===== src/rtl/rtp_jpeg_frame_reassembly_tracker_unit_assert.svh =====
// assertion macros for the rtp/jpeg frame tracker
// included by the modules that carry concurrent checks; no other dependencies
`ifndef RTP_JPEG_FRAME_REASSEMBLY_TRACKER_UNIT_ASSERT_SVH
`define RTP_JPEG_FRAME_REASSEMBLY_TRACKER_UNIT_ASSERT_SVH
`ifndef NO_ASSERTIONS
// same-cycle implication
`define RJFRT_ASSERT_IMP(label, clk, rstn, pre, post) \
    label: assert property (@(posedge clk) disable iff (!rstn) (pre) |-> (post)) \
        else $error("rjfrt same-cycle check failed");
// next-cycle implication
`define RJFRT_ASSERT_NXT(label, clk, rstn, pre, post) \
    label: assert property (@(posedge clk) disable iff (!rstn) (pre) |=> (post)) \
        else $error("rjfrt next-cycle check failed");
`else
`define RJFRT_ASSERT_IMP(label, clk, rstn, pre, post)
`define RJFRT_ASSERT_NXT(label, clk, rstn, pre, post)
`endif
`endif


===== src/rtl/rjfrt_pkg.sv =====
// shared types and constants for the rtp/jpeg frame tracker
// no dependencies
package rjfrt_pkg;

    // parameter defaults
    localparam int FRAME_BUFFER_BYTES_DEF = 1048576;
    localparam int MAX_PACKET_BYTES_DEF   = 2048;

    // protocol constants
    localparam logic [6:0] JPEG_PT          = 7'h1A;
    localparam int         BASE_HDR         = 20;   // rtp 12 + jpeg 8
    localparam int         QHDR_BYTES       = 4;
    localparam int         QTABLE_MAX       = 128;
    localparam int         QUALITY_DYN_MIN  = 127;  // q above this carries tables
    localparam logic [16:0] COUNT_MAX       = 17'h1FFFF;
    localparam logic [20:0] TOTAL_MAX       = 21'h1FFFFF;

    typedef enum logic [2:0] {
        ST_ACCEPTED    = 3'd0,
        ST_NOT_FIRST   = 3'd1,
        ST_TABLE_LONG  = 3'd2,
        ST_TS_MISMATCH = 3'd3,
        ST_NOT_JPEG    = 3'd4,
        ST_TOO_SHORT   = 3'd5,
        ST_OVERFLOW    = 3'd6
    } status_t;

    // classified packet, front to back
    typedef struct packed {
        logic [23:0] frag_offset;
        logic [15:0] seq_number;
        logic [31:0] rtp_timestamp;
        logic        marker;
        logic        off_nonzero;
        logic        table_long;
        logic        not_jpeg;
        logic        short_first;
        logic        short_cont;
        logic        ovf_first;
        logic        ovf_cont;
        logic [11:0] pay_first;
        logic [11:0] pay_cont;
    } pkt_info_t;

endpackage


===== src/rtl/rjfrt_front.sv =====
// front stage: accepts a packet header word and precomputes every
// state-independent check; depends on rjfrt_pkg
module rjfrt_front #(
    parameter int FRAME_BUFFER_BYTES = rjfrt_pkg::FRAME_BUFFER_BYTES_DEF,
    parameter int MAX_PACKET_BYTES   = rjfrt_pkg::MAX_PACKET_BYTES_DEF
) (
    input  logic                 aclk,
    input  logic                 aresetn,
    input  logic                 s_valid,
    output logic                 s_ready,
    input  logic [23:0]          s_frag_offset,
    input  logic [7:0]           s_quality,
    input  logic [15:0]          s_table_length,
    input  logic [15:0]          s_seq_number,
    input  logic [31:0]          s_rtp_timestamp,
    input  logic [6:0]           s_payload_type,
    input  logic                 s_marker,
    input  logic [11:0]          s_packet_len,
    output logic                 out_valid,
    input  logic                 out_ready,
    output rjfrt_pkg::pkt_info_t out_info
);

    localparam logic [16:0] MaxPkt = 17'(MAX_PACKET_BYTES);
    localparam logic [24:0] FrameBuf = 25'(FRAME_BUFFER_BYTES);

    logic                 valid_reg;
    rjfrt_pkg::pkt_info_t info_reg;
    rjfrt_pkg::pkt_info_t info_next;
    logic [11:0]          plen;
    logic [16:0]          hdr_first;
    logic [24:0]          end_cont;

    assign s_ready   = !valid_reg || out_ready;
    assign out_valid = valid_reg;
    assign out_info  = info_reg;

    // classification of one word
    always_comb begin
        // receive buffer truncates long packets
        plen = ({5'b0, s_packet_len} > MaxPkt) ? MaxPkt[11:0] : s_packet_len;
        hdr_first = (s_quality > 8'(rjfrt_pkg::QUALITY_DYN_MIN)) ?
            17'(rjfrt_pkg::BASE_HDR + rjfrt_pkg::QHDR_BYTES) + {1'b0, s_table_length} :
            17'(rjfrt_pkg::BASE_HDR);

        info_next.frag_offset   = s_frag_offset;
        info_next.seq_number    = s_seq_number;
        info_next.rtp_timestamp = s_rtp_timestamp;
        info_next.marker        = s_marker;
        info_next.off_nonzero   = (s_frag_offset != 24'd0);
        info_next.table_long    = (s_quality > 8'(rjfrt_pkg::QUALITY_DYN_MIN)) &&
                                  (s_table_length > 16'(rjfrt_pkg::QTABLE_MAX));
        info_next.not_jpeg      = (s_payload_type != rjfrt_pkg::JPEG_PT);
        info_next.short_first   = ({5'b0, plen} < hdr_first);
        info_next.short_cont    = (plen < 12'(rjfrt_pkg::BASE_HDR));
        info_next.pay_first     = plen - hdr_first[11:0];
        info_next.pay_cont      = plen - 12'(rjfrt_pkg::BASE_HDR);
        // first packet always sits at offset zero
        info_next.ovf_first     = ({13'b0, info_next.pay_first} >= FrameBuf);
        end_cont                = {1'b0, s_frag_offset} + {13'b0, info_next.pay_cont};
        info_next.ovf_cont      = (end_cont >= FrameBuf);
    end

    // input register
    always_ff @(posedge aclk) begin
        if (!aresetn) begin
            valid_reg <= 1'b0;
        end else if (s_ready) begin
            valid_reg <= s_valid;
        end
    end

    always_ff @(posedge aclk) begin
        if (s_valid && s_ready) begin
            info_reg <= info_next;
        end
    end

endmodule


===== src/rtl/rjfrt_queue.sv =====
// two-entry queue between front and back stages
// depends on rjfrt_pkg and the assertion header
`include "rtp_jpeg_frame_reassembly_tracker_unit_assert.svh"
module rjfrt_queue (
    input  logic                 aclk,
    input  logic                 aresetn,
    input  logic                 in_valid,
    output logic                 in_ready,
    input  rjfrt_pkg::pkt_info_t in_info,
    output logic                 out_valid,
    input  logic                 out_ready,
    output rjfrt_pkg::pkt_info_t out_info
);

    rjfrt_pkg::pkt_info_t entries_reg [2];
    logic                 wr_ptr_reg;
    logic                 rd_ptr_reg;
    logic [1:0]           cnt_reg;
    logic [1:0]           cnt_next;
    logic                 push;
    logic                 pop;

    assign in_ready  = (cnt_reg != 2'd2);
    assign out_valid = (cnt_reg != 2'd0);
    assign out_info  = entries_reg[rd_ptr_reg];
    assign push      = in_valid && in_ready;
    assign pop       = out_valid && out_ready;

    // occupancy
    always_comb begin
        cnt_next = cnt_reg;
        if (push && !pop) begin
            cnt_next = cnt_reg + 2'd1;
        end else if (pop && !push) begin
            cnt_next = cnt_reg - 2'd1;
        end
    end

    always_ff @(posedge aclk) begin
        if (!aresetn) begin
            wr_ptr_reg <= 1'b0;
            rd_ptr_reg <= 1'b0;
            cnt_reg    <= 2'd0;
        end else begin
            cnt_reg <= cnt_next;
            if (push) begin
                wr_ptr_reg <= !wr_ptr_reg;
            end
            if (pop) begin
                rd_ptr_reg <= !rd_ptr_reg;
            end
        end
    end

    // storage
    always_ff @(posedge aclk) begin
        if (push) begin
            entries_reg[wr_ptr_reg] <= in_info;
        end
    end

    `RJFRT_ASSERT_IMP(a_cnt_range, aclk, aresetn, 1'b1, cnt_reg != 2'd3)
    `RJFRT_ASSERT_IMP(a_ptr_match, aclk, aresetn,
        (cnt_reg == 2'd0) || (cnt_reg == 2'd2), wr_ptr_reg == rd_ptr_reg)
    `RJFRT_ASSERT_NXT(a_fill, aclk, aresetn, push && !pop, cnt_reg == $past(cnt_reg) + 2'd1)

endmodule


===== src/rtl/rjfrt_back.sv =====
// back stage: frame tracking state and the result register
// depends on rjfrt_pkg and the assertion header
`include "rtp_jpeg_frame_reassembly_tracker_unit_assert.svh"
module rjfrt_back (
    input  logic                 aclk,
    input  logic                 aresetn,
    input  logic                 in_valid,
    output logic                 in_ready,
    input  rjfrt_pkg::pkt_info_t in_info,
    output logic                 m_valid,
    input  logic                 m_ready,
    output logic [2:0]           m_status,
    output logic [23:0]          m_write_offset,
    output logic [11:0]          m_payload_bytes,
    output logic                 m_frame_end,
    output logic                 m_frame_complete,
    output logic [20:0]          m_frame_bytes
);

    // tracker state
    logic [16:0] count_reg, count_next;
    logic [15:0] first_seq_reg, first_seq_next;
    logic [31:0] frame_ts_reg, frame_ts_next;
    logic [20:0] total_reg, total_next;

    // result register
    logic               valid_reg;
    rjfrt_pkg::status_t status_reg, status_next;
    logic [23:0]        offset_reg, offset_next;
    logic [11:0]        pay_reg, pay_next;
    logic               end_reg, end_next;
    logic               complete_reg, complete_next;

    logic        fire;
    logic        opening;
    logic        go;
    logic        short_pkt;
    logic        ovf;
    logic [11:0] pay;
    logic [20:0] total_base;
    logic [15:0] first_eff;
    logic [16:0] count_inc;
    logic [21:0] sum;
    logic [16:0] span;

    assign in_ready = !valid_reg || m_ready;
    assign fire     = in_valid && in_ready;

    assign m_valid          = valid_reg;
    assign m_status         = status_reg;
    assign m_write_offset   = offset_reg;
    assign m_payload_bytes  = pay_reg;
    assign m_frame_end      = end_reg;
    assign m_frame_complete = complete_reg;
    assign m_frame_bytes    = total_reg;

    // frame tracking decision
    always_comb begin
        opening        = (count_reg == 17'd0);
        count_next     = count_reg;
        first_seq_next = first_seq_reg;
        frame_ts_next  = frame_ts_reg;
        total_next     = total_reg;
        status_next    = rjfrt_pkg::ST_ACCEPTED;
        offset_next    = 24'd0;
        pay_next       = 12'd0;
        end_next       = 1'b0;
        complete_next  = 1'b0;
        go             = 1'b0;
        short_pkt      = opening ? in_info.short_first : in_info.short_cont;
        ovf            = opening ? in_info.ovf_first : in_info.ovf_cont;
        pay            = opening ? in_info.pay_first : in_info.pay_cont;
        total_base     = opening ? 21'd0 : total_reg;
        first_eff      = opening ? in_info.seq_number : first_seq_reg;
        count_inc      = (count_reg == rjfrt_pkg::COUNT_MAX) ? count_reg :
                         count_reg + 17'd1;
        sum            = {1'b0, total_base} + {10'b0, pay};
        span           = {1'b0, in_info.seq_number - first_eff} + 17'd1;

        // frame search or timestamp check
        if (opening) begin
            if (in_info.off_nonzero) begin
                status_next = rjfrt_pkg::ST_NOT_FIRST;
            end else if (in_info.table_long) begin
                status_next = rjfrt_pkg::ST_TABLE_LONG;
            end else begin
                first_seq_next = in_info.seq_number;
                frame_ts_next  = in_info.rtp_timestamp;
                total_next     = 21'd0;
                go             = 1'b1;
            end
        end else if (in_info.rtp_timestamp != frame_ts_reg) begin
            count_next  = 17'd0;
            status_next = rjfrt_pkg::ST_TS_MISMATCH;
        end else begin
            go = 1'b1;
        end

        // payload checks and accounting
        if (go) begin
            if (in_info.not_jpeg) begin
                status_next = rjfrt_pkg::ST_NOT_JPEG;
            end else if (short_pkt) begin
                status_next = rjfrt_pkg::ST_TOO_SHORT;
            end else if (ovf) begin
                count_next  = 17'd0;
                total_next  = 21'd0;
                status_next = rjfrt_pkg::ST_OVERFLOW;
            end else begin
                total_next  = sum[21] ? rjfrt_pkg::TOTAL_MAX : sum[20:0];
                offset_next = in_info.frag_offset;
                pay_next    = pay;
                if (in_info.marker) begin
                    end_next      = 1'b1;
                    complete_next = (count_inc == span);
                    count_next    = 17'd0;
                end else begin
                    count_next = count_inc;
                end
            end
        end
    end

    always_ff @(posedge aclk) begin
        if (!aresetn) begin
            valid_reg     <= 1'b0;
            count_reg     <= 17'd0;
            first_seq_reg <= 16'd0;
            frame_ts_reg  <= 32'd0;
            total_reg     <= 21'd0;
        end else begin
            if (in_ready) begin
                valid_reg <= in_valid;
            end
            if (fire) begin
                count_reg     <= count_next;
                first_seq_reg <= first_seq_next;
                frame_ts_reg  <= frame_ts_next;
                total_reg     <= total_next;
            end
        end
    end

    always_ff @(posedge aclk) begin
        if (fire) begin
            status_reg   <= status_next;
            offset_reg   <= offset_next;
            pay_reg      <= pay_next;
            end_reg      <= end_next;
            complete_reg <= complete_next;
        end
    end

    `RJFRT_ASSERT_IMP(a_complete_needs_end, aclk, aresetn,
        valid_reg && complete_reg, end_reg)
    `RJFRT_ASSERT_IMP(a_reject_clean, aclk, aresetn,
        valid_reg && (status_reg != rjfrt_pkg::ST_ACCEPTED),
        (offset_reg == 24'd0) && (pay_reg == 12'd0) && !end_reg)
    `RJFRT_ASSERT_NXT(a_end_closes, aclk, aresetn,
        fire && end_next, count_reg == 17'd0)

endmodule


===== src/rtl/rtp_jpeg_frame_reassembly_tracker_unit.sv =====
// rtp/jpeg frame tracker: top level joining front stage, queue and back stage
// depends on rjfrt_pkg, rjfrt_front, rjfrt_queue and rjfrt_back
//
// usage:
//   s_* channel takes one parsed rtp/jpeg packet header word per cycle while
//   s_ready is high (valid/ready). m_* channel returns exactly one result word per packet,
//   in order: status, body write offset, payload length, frame end/complete
//   flags and the running body byte total of the open frame.
// path: a word accepted on s_* passes the input register, the queue and the
//   result register, in that order, before its result shows on m_*.
// throughput: one word per cycle while m_ready does not stall; the back stage
//   folds one word into the tracker state each cycle, and that state update sets it.
// stall: a stalled m_ready holds the result; the two-entry queue and the
//   input register keep s_ready high for up to three more words.
// reset: aresetn (synchronous, active low) empties all stages and clears
//   packet count, first sequence number, frame timestamp and byte total.
module rtp_jpeg_frame_reassembly_tracker_unit #(
    parameter int FRAME_BUFFER_BYTES = rjfrt_pkg::FRAME_BUFFER_BYTES_DEF,
    parameter int MAX_PACKET_BYTES   = rjfrt_pkg::MAX_PACKET_BYTES_DEF
) (
    input  logic        aclk,
    input  logic        aresetn,
    input  logic        s_valid,
    output logic        s_ready,
    input  logic [23:0] s_frag_offset,
    input  logic [7:0]  s_quality,
    input  logic [15:0] s_table_length,
    input  logic [15:0] s_seq_number,
    input  logic [31:0] s_rtp_timestamp,
    input  logic [6:0]  s_payload_type,
    input  logic        s_marker,
    input  logic [11:0] s_packet_len,
    output logic        m_valid,
    input  logic        m_ready,
    output logic [2:0]  m_status,
    output logic [23:0] m_write_offset,
    output logic [11:0] m_payload_bytes,
    output logic        m_frame_end,
    output logic        m_frame_complete,
    output logic [20:0] m_frame_bytes
);

    logic                 f_valid, f_ready;
    rjfrt_pkg::pkt_info_t f_info;
    logic                 q_valid, q_ready;
    rjfrt_pkg::pkt_info_t q_info;

    // classify
    rjfrt_front #(
        .FRAME_BUFFER_BYTES(FRAME_BUFFER_BYTES),
        .MAX_PACKET_BYTES  (MAX_PACKET_BYTES)
    ) u_front (
        .aclk           (aclk),
        .aresetn        (aresetn),
        .s_valid        (s_valid),
        .s_ready        (s_ready),
        .s_frag_offset  (s_frag_offset),
        .s_quality      (s_quality),
        .s_table_length (s_table_length),
        .s_seq_number   (s_seq_number),
        .s_rtp_timestamp(s_rtp_timestamp),
        .s_payload_type (s_payload_type),
        .s_marker       (s_marker),
        .s_packet_len   (s_packet_len),
        .out_valid      (f_valid),
        .out_ready      (f_ready),
        .out_info       (f_info)
    );

    // decoupling queue
    rjfrt_queue u_queue (
        .aclk     (aclk),
        .aresetn  (aresetn),
        .in_valid (f_valid),
        .in_ready (f_ready),
        .in_info  (f_info),
        .out_valid(q_valid),
        .out_ready(q_ready),
        .out_info (q_info)
    );

    // track frame state
    rjfrt_back u_back (
        .aclk            (aclk),
        .aresetn         (aresetn),
        .in_valid        (q_valid),
        .in_ready        (q_ready),
        .in_info         (q_info),
        .m_valid         (m_valid),
        .m_ready         (m_ready),
        .m_status        (m_status),
        .m_write_offset  (m_write_offset),
        .m_payload_bytes (m_payload_bytes),
        .m_frame_end     (m_frame_end),
        .m_frame_complete(m_frame_complete),
        .m_frame_bytes   (m_frame_bytes)
    );

endmodule

===== config.mk =====
export PLATFORM = sky130hd
export DESIGN_NAME = rtp_jpeg_frame_reassembly_tracker_unit
export DESIGN_NICKNAME = d
export VERILOG_FILES = /design/src/rtl/rjfrt_pkg.sv /design/src/rtl/rjfrt_front.sv /design/src/rtl/rjfrt_queue.sv /design/src/rtl/rjfrt_back.sv /design/src/rtl/rtp_jpeg_frame_reassembly_tracker_unit.sv
export VERILOG_INCLUDE_DIRS = /design/src /design/src/rtl
export SDC_FILE = /design/constraint.sdc
export NUM_CORES = 1
export LEC_CHECK = 0
export ABC_AREA = 0
export BUFFER_PORTS_ARGS = -buffer_cell sky130_fd_sc_hd__buf_2
export CAP_MARGIN = 20
export CORE_ASPECT_RATIO = 0.9
export CORE_MARGIN = 5
export CORE_UTILIZATION = 40
export DETAILED_ROUTE_END_ITERATION = 8
export PLACE_DENSITY = 0.67
export SYNTH_ARGS = -nofsm -noshare
export SYNTH_HDL_FRONTEND = slang
export SYNTH_HIERARCHICAL = 1
export SYNTH_SLANG_ARGS = --single-unit

===== constraint.sdc =====
create_clock -name aclk -period 10.9 [get_ports aclk]
set_input_delay 3.27 -clock aclk [delete_from_list [all_inputs] [get_ports aclk]]
set_output_delay 3.27 -clock aclk [all_outputs]
set_load 0.01 [all_outputs]

---- After elaboration in Yosys (flattened, before gate mapping) ----
Memories as Yosys holds them, arrays and structs flattened. A register that Yosys moved wholly into a read port is not among the register bits.
Index checks and enable logic that the tools add are counted.
storage, ports and cells
  memory bits (writable) .................. 206
  memories kept ........................... 1
  flip-flop bits (word level) ............. 236
  input bits .............................. 120
  output and inout port bits .............. 64
memories
  name                 depth  bits a word  rd ports  clocked after Yosys merged registers in  write ports  RTL line           text
  u_queue.entries_reg  2      103          1         1                                        1            rjfrt_queue.sv:15  rjfrt_pkg::pkt_info_t entries_reg [2];
operators by class
  bitwise logic cells ..................... 4
  equality and inequality tests ........... 5
  multiplexer cells ....................... 42
  $lt $le $gt $ge ......................... 6
  reduce and logical (&&, ||, !) cells .... 21
  $add $sub $neg .......................... 10
operators with widths
  cell                     count
  $mux W21                 9
  $mux W17                 9
  $ne A32 B32 Y1           1
  $add A24 B12 Y25         1
  $ge A25 B21 Y1 const B   1
  $mux W12                 2
  $reduce_bool A24 Y1      1
  $add A21 B12 Y22         1
  $mux W3                  6
  $add A16 B1 Y17 const B  1
  $add A17 B1 Y17 const B  1
  $add A5 B16 Y17 const A  1
  $eq A17 B17 Y1           1
  $eq A17 B17 Y1 const B   1
  $logic_not A17 Y1        1
  $lt A12 B17 Y1           1
  $gt A16 B8 Y1 const B    1
  $mux W16                 1
  $sub A16 B16 Y16         1
  $gt A12 B12 Y1 const B   1
  $lt A12 B5 Y1 const B    1
  $sub A12 B12 Y12         1
  $sub A12 B5 Y12 const B  1
  $mux W1                  11
  14 further kinds         32

---- Depth between registers and ports, before layout ----
  depth after elaboration ................. 8
  depth in mapped cells ................... 20

---- By module ----
Netlist, hierarchy kept.
modules (own cells, without submodules)
  module       cells each  seq. area each (µm²)  area an instance (µm²)  instances
  rjfrt_back   995         2,972.9               8,271.7                 1
  rjfrt_queue  348         6,346.1               7,998.9                 1
  rjfrt_front  329         3,113.0               4,660.7                 1

---- Worst setup path before layout ----
OpenSTA, ideal clock, no wires.
  path kind ............................... in2reg
  start point ............................. in s_valid
  end point ............................... reg u_front.info_reg (netlist bit u_front/out_info[0]) (enable)
  data required time ...................... 10,426 ps
  setup slack ............................. 4,780 ps
  data arrival time ....................... 5,646 ps
  stages on the path ...................... 1
  cells stage by stage .................... and2_1
on the way
  longest elaborated chain between the ends .. 1
RTL lines
  what                  RTL line                                      text
  start, declared       rtp_jpeg_frame_reassembly_tracker_unit.sv:23  input logic s_valid,
  $logic_and A1 B1 Y1   rjfrt_front.sv:74                             if (s_valid && s_ready) begin
  end signal, assigned  rjfrt_front.sv:75                             info_reg <= info_next;
  end, declared         rjfrt_front.sv:28                             rjfrt_pkg::pkt_info_t info_reg;
No other way between the ends.
A chain may end at the register's enable or synchronous reset.

==> flow_results.xml <==
<?xml version="1.0" encoding="UTF-8"?>
<metrics>
  <group name="logic_synthesis">
    <metric name="yosys.cell_count.top_type" unit="">edfxtp_1</metric>
    <metric name="yosys-top-cells-count" unit="">edfxtp_1, nand2_1, a21oi_1</metric>
    <metric name="synth_top_area_cell" unit="">edfxtp_1</metric>
    <metric name="synth_edf_count" unit="">352</metric>
    <metric name="synth_seq_cells" unit="">445</metric>
    <metric name="postSynth.asyncResetShare" unit="%">0</metric>
    <metric name="synth_top_area_share" unit="%">50.50</metric>
    <metric name="synth_area" unit="mm²">0.02093</metric>
    <metric name="mappedNetlistNets" unit="">1852</metric>
    <metric name="yosys_warnings" unit="">6</metric>
    <metric name="synth_area_per_cell" unit="µm²">12.52</metric>
    <metric name="netlist_top_cells_area" unit="">edfxtp_1, dfxtp_1, mux2_4, nand2_1, xnor2_1</metric>
    <metric name="post_synth_inst_count" unit="">1672</metric>
    <metric name="synth.distinct_cells" unit="">90</metric>
    <metric name="synth_top_flop_cell" unit="">edfxtp_1</metric>
    <metric name="synth.yosys.seq_area_share" unit="%">59.39</metric>
  </group>
  <group name="die">
    <metric name="io-pin-count" unit="">184</metric>
    <metric name="initial_core_util" unit="%">40.41</metric>
    <metric name="area_of_the_die" unit="mm²">0.05701</metric>
    <metric name="floorplan.rows" unit="">79</metric>
    <metric name="die_y" unit="µm">227.0</metric>
    <metric name="die_width" unit="µm">251.1</metric>
    <metric name="placeableCoreArea" unit="mm²">0.05179</metric>
  </group>
  <group name="setup_path">
    <metric name="critical_path_required" unit="ns">11.19</metric>
    <metric name="ws_path_type" unit="">in2reg</metric>
    <metric name="critical_path.max_fanout" unit="">5</metric>
    <metric name="r2r_cells" unit="">15</metric>
    <metric name="ff2ff_setup_slack" unit="ns">5.70</metric>
    <metric name="crit_path_cell_trace" unit="">buf_2 -&gt; or3_1 -&gt; nand4bb_1 -&gt; a22oi_1 -&gt; nor3_1 -&gt; o32ai_1 -&gt; ha_1 -&gt; and3_1 -&gt; nand3_1 -&gt; a211oi_1 -&gt; a2111oi_0 -&gt; nor3_1 -&gt; mux2i_1</metric>
    <metric name="rr_startpoint" unit="">u_back/count_reg[0]</metric>
    <metric name="critPathLaunchType" unit="">input port</metric>
    <metric name="worstReg2RegEnd" unit="">u_back/m_frame_complete</metric>
    <metric name="cp_peak_stage_delay" unit="ns">0.56</metric>
    <metric name="crit_path_end_kind" unit="">register</metric>
    <metric name="critical-path-slowest-cell" unit="">o32ai_1</metric>
    <metric name="cp.arrival" unit="ns">6.58</metric>
    <metric name="worst_path_most_repeated_cell" unit="">nor3_1</metric>
  </group>
  <group name="power_and_ir_drop">
    <metric name="p_leak" unit="µW">0.008821</metric>
    <metric name="report.power.total" unit="µW">5084</metric>
    <metric name="cellPowerDensity" unit="mW/mm²">212.1</metric>
    <metric name="maximum_vdd_ir_drop" unit="mV">0.1112</metric>
  </group>
  <group name="timing">
    <metric name="fin_tns_setup" unit="ns">0</metric>
    <metric name="tightestPinTransition" unit="ns">1.099</metric>
    <metric name="number_of_pins_with_negative_max_slew_slack_in_the_final_report" unit="">0</metric>
    <metric name="rsz_0062_raised_after_global_routing" unit="">false</metric>
    <metric name="setup_viol" unit="">0</metric>
    <metric name="worst_slack" unit="ns">4.611</metric>
    <metric name="fmax" unit="MHz">159.0</metric>
    <metric name="fin_skew" unit="ns">0.01980</metric>
    <metric name="maxSlewHeadroom" unit="%">26.70</metric>
    <metric name="fin_crit" unit="ns">6.289</metric>
    <metric name="finalCritPeriodShare" unit="%">57.69</metric>
    <metric name="hold_violations" unit="">0</metric>
  </group>
  <group name="placement">
    <metric name="post_dp_cell_area" unit="mm²">0.02246</metric>
    <metric name="finalWeightedCongestion" unit="">0.8849</metric>
    <metric name="port-buffer-count" unit="">176</metric>
    <metric name="detailedPlace.worstSlack" unit="ns">4.038</metric>
    <metric name="dp.final_hpwl" unit="mm">31.22</metric>
  </group>
  <group name="drt">
    <metric name="wl_met1" unit="mm">21.47</metric>
    <metric name="drcViolationCount" unit="">0</metric>
    <metric name="routedWlPerCell" unit="µm">17.89</metric>
    <metric name="overall_via_count_from_detail_route" unit="">13460</metric>
    <metric name="route.detailed.vias_per_inst" unit="">5.242</metric>
    <metric name="routed_wirelength" unit="mm">45.93</metric>
    <metric name="route.met3.wl" unit="mm">2.475</metric>
    <metric name="highest-signal-layer" unit="">met5</metric>
    <metric name="detail_route.first_pass.iterations" unit="">5</metric>
    <metric name="initialDrtViolationCount" unit="">819</metric>
    <metric name="ant_nets" unit="">0</metric>
    <metric name="met2_length" unit="mm">21.12</metric>
  </group>
  <group name="layout">
    <metric name="antenna-diode-count" unit="">0</metric>
    <metric name="postLayoutCoreUtil" unit="%">46.27</metric>
    <metric name="largest_reg_flops" unit="">208</metric>
    <metric name="layout-drive-gt1-share" unit="%">21.01</metric>
    <metric name="n_fill_cell" unit="">4619</metric>
    <metric name="layout.nets" unit="">2023</metric>
    <metric name="finish.instance_area" unit="mm²">0.02397</metric>
    <metric name="syn2layout_area_growth" unit="%">14.50</metric>
  </group>
  <group name="clocking">
    <metric name="clock_tree_from_tritoncts" unit="">built</metric>
    <metric name="clk_latency" unit="ns">0.57</metric>
    <metric name="cts_buffers" unit="">46</metric>
    <metric name="clkTransAtPathRegs" unit="ns">0.06</metric>
    <metric name="cts-root-to-sink-buffers" unit="">3</metric>
    <metric name="cts.repair_timing.setup_buffer_count" unit="">0</metric>
    <metric name="ctsResizeCount" unit="">0</metric>
    <metric name="cts_hold_buffers" unit="">0</metric>
    <metric name="htreeDepth" unit="">2</metric>
    <metric name="cts.root.buffer_cell" unit="">clkbuf_16</metric>
    <metric name="cts_num_sinks" unit="">445</metric>
  </group>
  <group name="hold_path">
    <metric name="hold_path_depth" unit="">0</metric>
    <metric name="min_path_type" unit="">reg2reg</metric>
    <metric name="endpoint_of_the_worst_hold_path" unit="">u_queue/entries_reg[1][101]</metric>
    <metric name="hp-start" unit="">u_front/out_info[101]</metric>
  </group>
  <group name="global_route">
    <metric name="number_of_antenna_violations_at_the_first_check_in_global_routing" unit="">1</metric>
    <metric name="maximum_number_of_pins_on_one_net_before_global_route_repair" unit="">66</metric>
    <metric name="grt_pass1_wl" unit="mm">72.38</metric>
    <metric name="first_global_vias" unit="">13110</metric>
    <metric name="final_global_route_overflow_total" unit="">0</metric>
    <metric name="groute.usage.overall" unit="%">15.78</metric>
  </group>
  <group name="run_status">
    <metric name="status" unit="">complete, no violations</metric>
  </group>
  <group name="job">
    <metric name="max_cap_violations" unit="">0</metric>
  </group>
</metrics>
-- logic make-up after synthesis --
group / Yosys count / synth area share (%)
simple gates: 535 / 13.15
flops: 445 / 59.39
compound gates: 292 / 8.877
mux: 126 / 7.735
buf+inv: 109 / 2.409
xor+xnor: 104 / 4.686
fa+ha+maj: 60 / 3.730
other cells: 1 / 0.01792
-- final cells by class --
class	instances	area, µm²	area share [%]
tap	688	860.8	3.592
inverter	41	156.4	0.6526
sequential	445	12440	51.89
clock inverter	24	232.7	0.9710
clock buffer	61	1269	5.294
timing repair buffer	191	997.2	4.161
multi-input combinational	1118	8015	33.44
-- report_power, final --
part	switching [µW]	leakage, µW	internal, µW
registers	105	0.00404	2030
logic	780	0.00405	624
clock network	644	0.000733	898
total	1530	0.00882	3560
-- cell usage in the layout, fill, tap and decap left out, types with 47 or more instances in the layout --
cell type and count:
a21oi_1 120, and2_1 57, buf_2 176, clkbuf_16 47, dfxtp_1 92, edfxtp_1 352, ha_1 56, mux2_4 60
nand2_1 198, nor2_1 60, o21ai_0 49, xnor2_1 81
-- metrics by stage --
stage | hold WS (ns) | instances
2_1_floorplan | 0.4215 | 1672
3_3_place_gp | 0.4220 | 2481
3_5_place_dp | 0.4296 | 2482
4_1_cts | 0.4443 | 2567
5_1_grt | 0.4518 | 2568
6_report | 0.4378 | 2568
-- routing by layer --
layer | GRT usage, % | vias to the layer above
met5 | 0 | -
met4 | 4.154 | 2
met3 | 2.787 | 55
met2 | 25.08 | 333
met1 | 22.68 | 6552
li1 | - | 6519
-- critical path: cells and delay by family --
family                   cells  cell delay [ns]
adder cells (fa/ha/maj)      1             0.38
buffers and inverters        1             0.12
multiplexers                 1             0.14
AO/OA/AOI/OAI                4             1.52
AND/OR/NAND/NOR              6             1.15
-- worst max path at each step --
stage,startpoint,endpoint,depth (start not counted)
after floorplan,s_valid,u_front/out_info[0],1
after global placement,s_packet_len[11],u_front/out_info[24],16
after detailed placement,s_packet_len[11],u_front/out_info[24],15
after CTS,s_packet_len[11],u_front/out_info[24],15
after global routing,s_packet_len[11],u_front/out_info[24],16
final,s_packet_len[9],u_front/out_info[24],13
(Power assumes the default switching activity.)
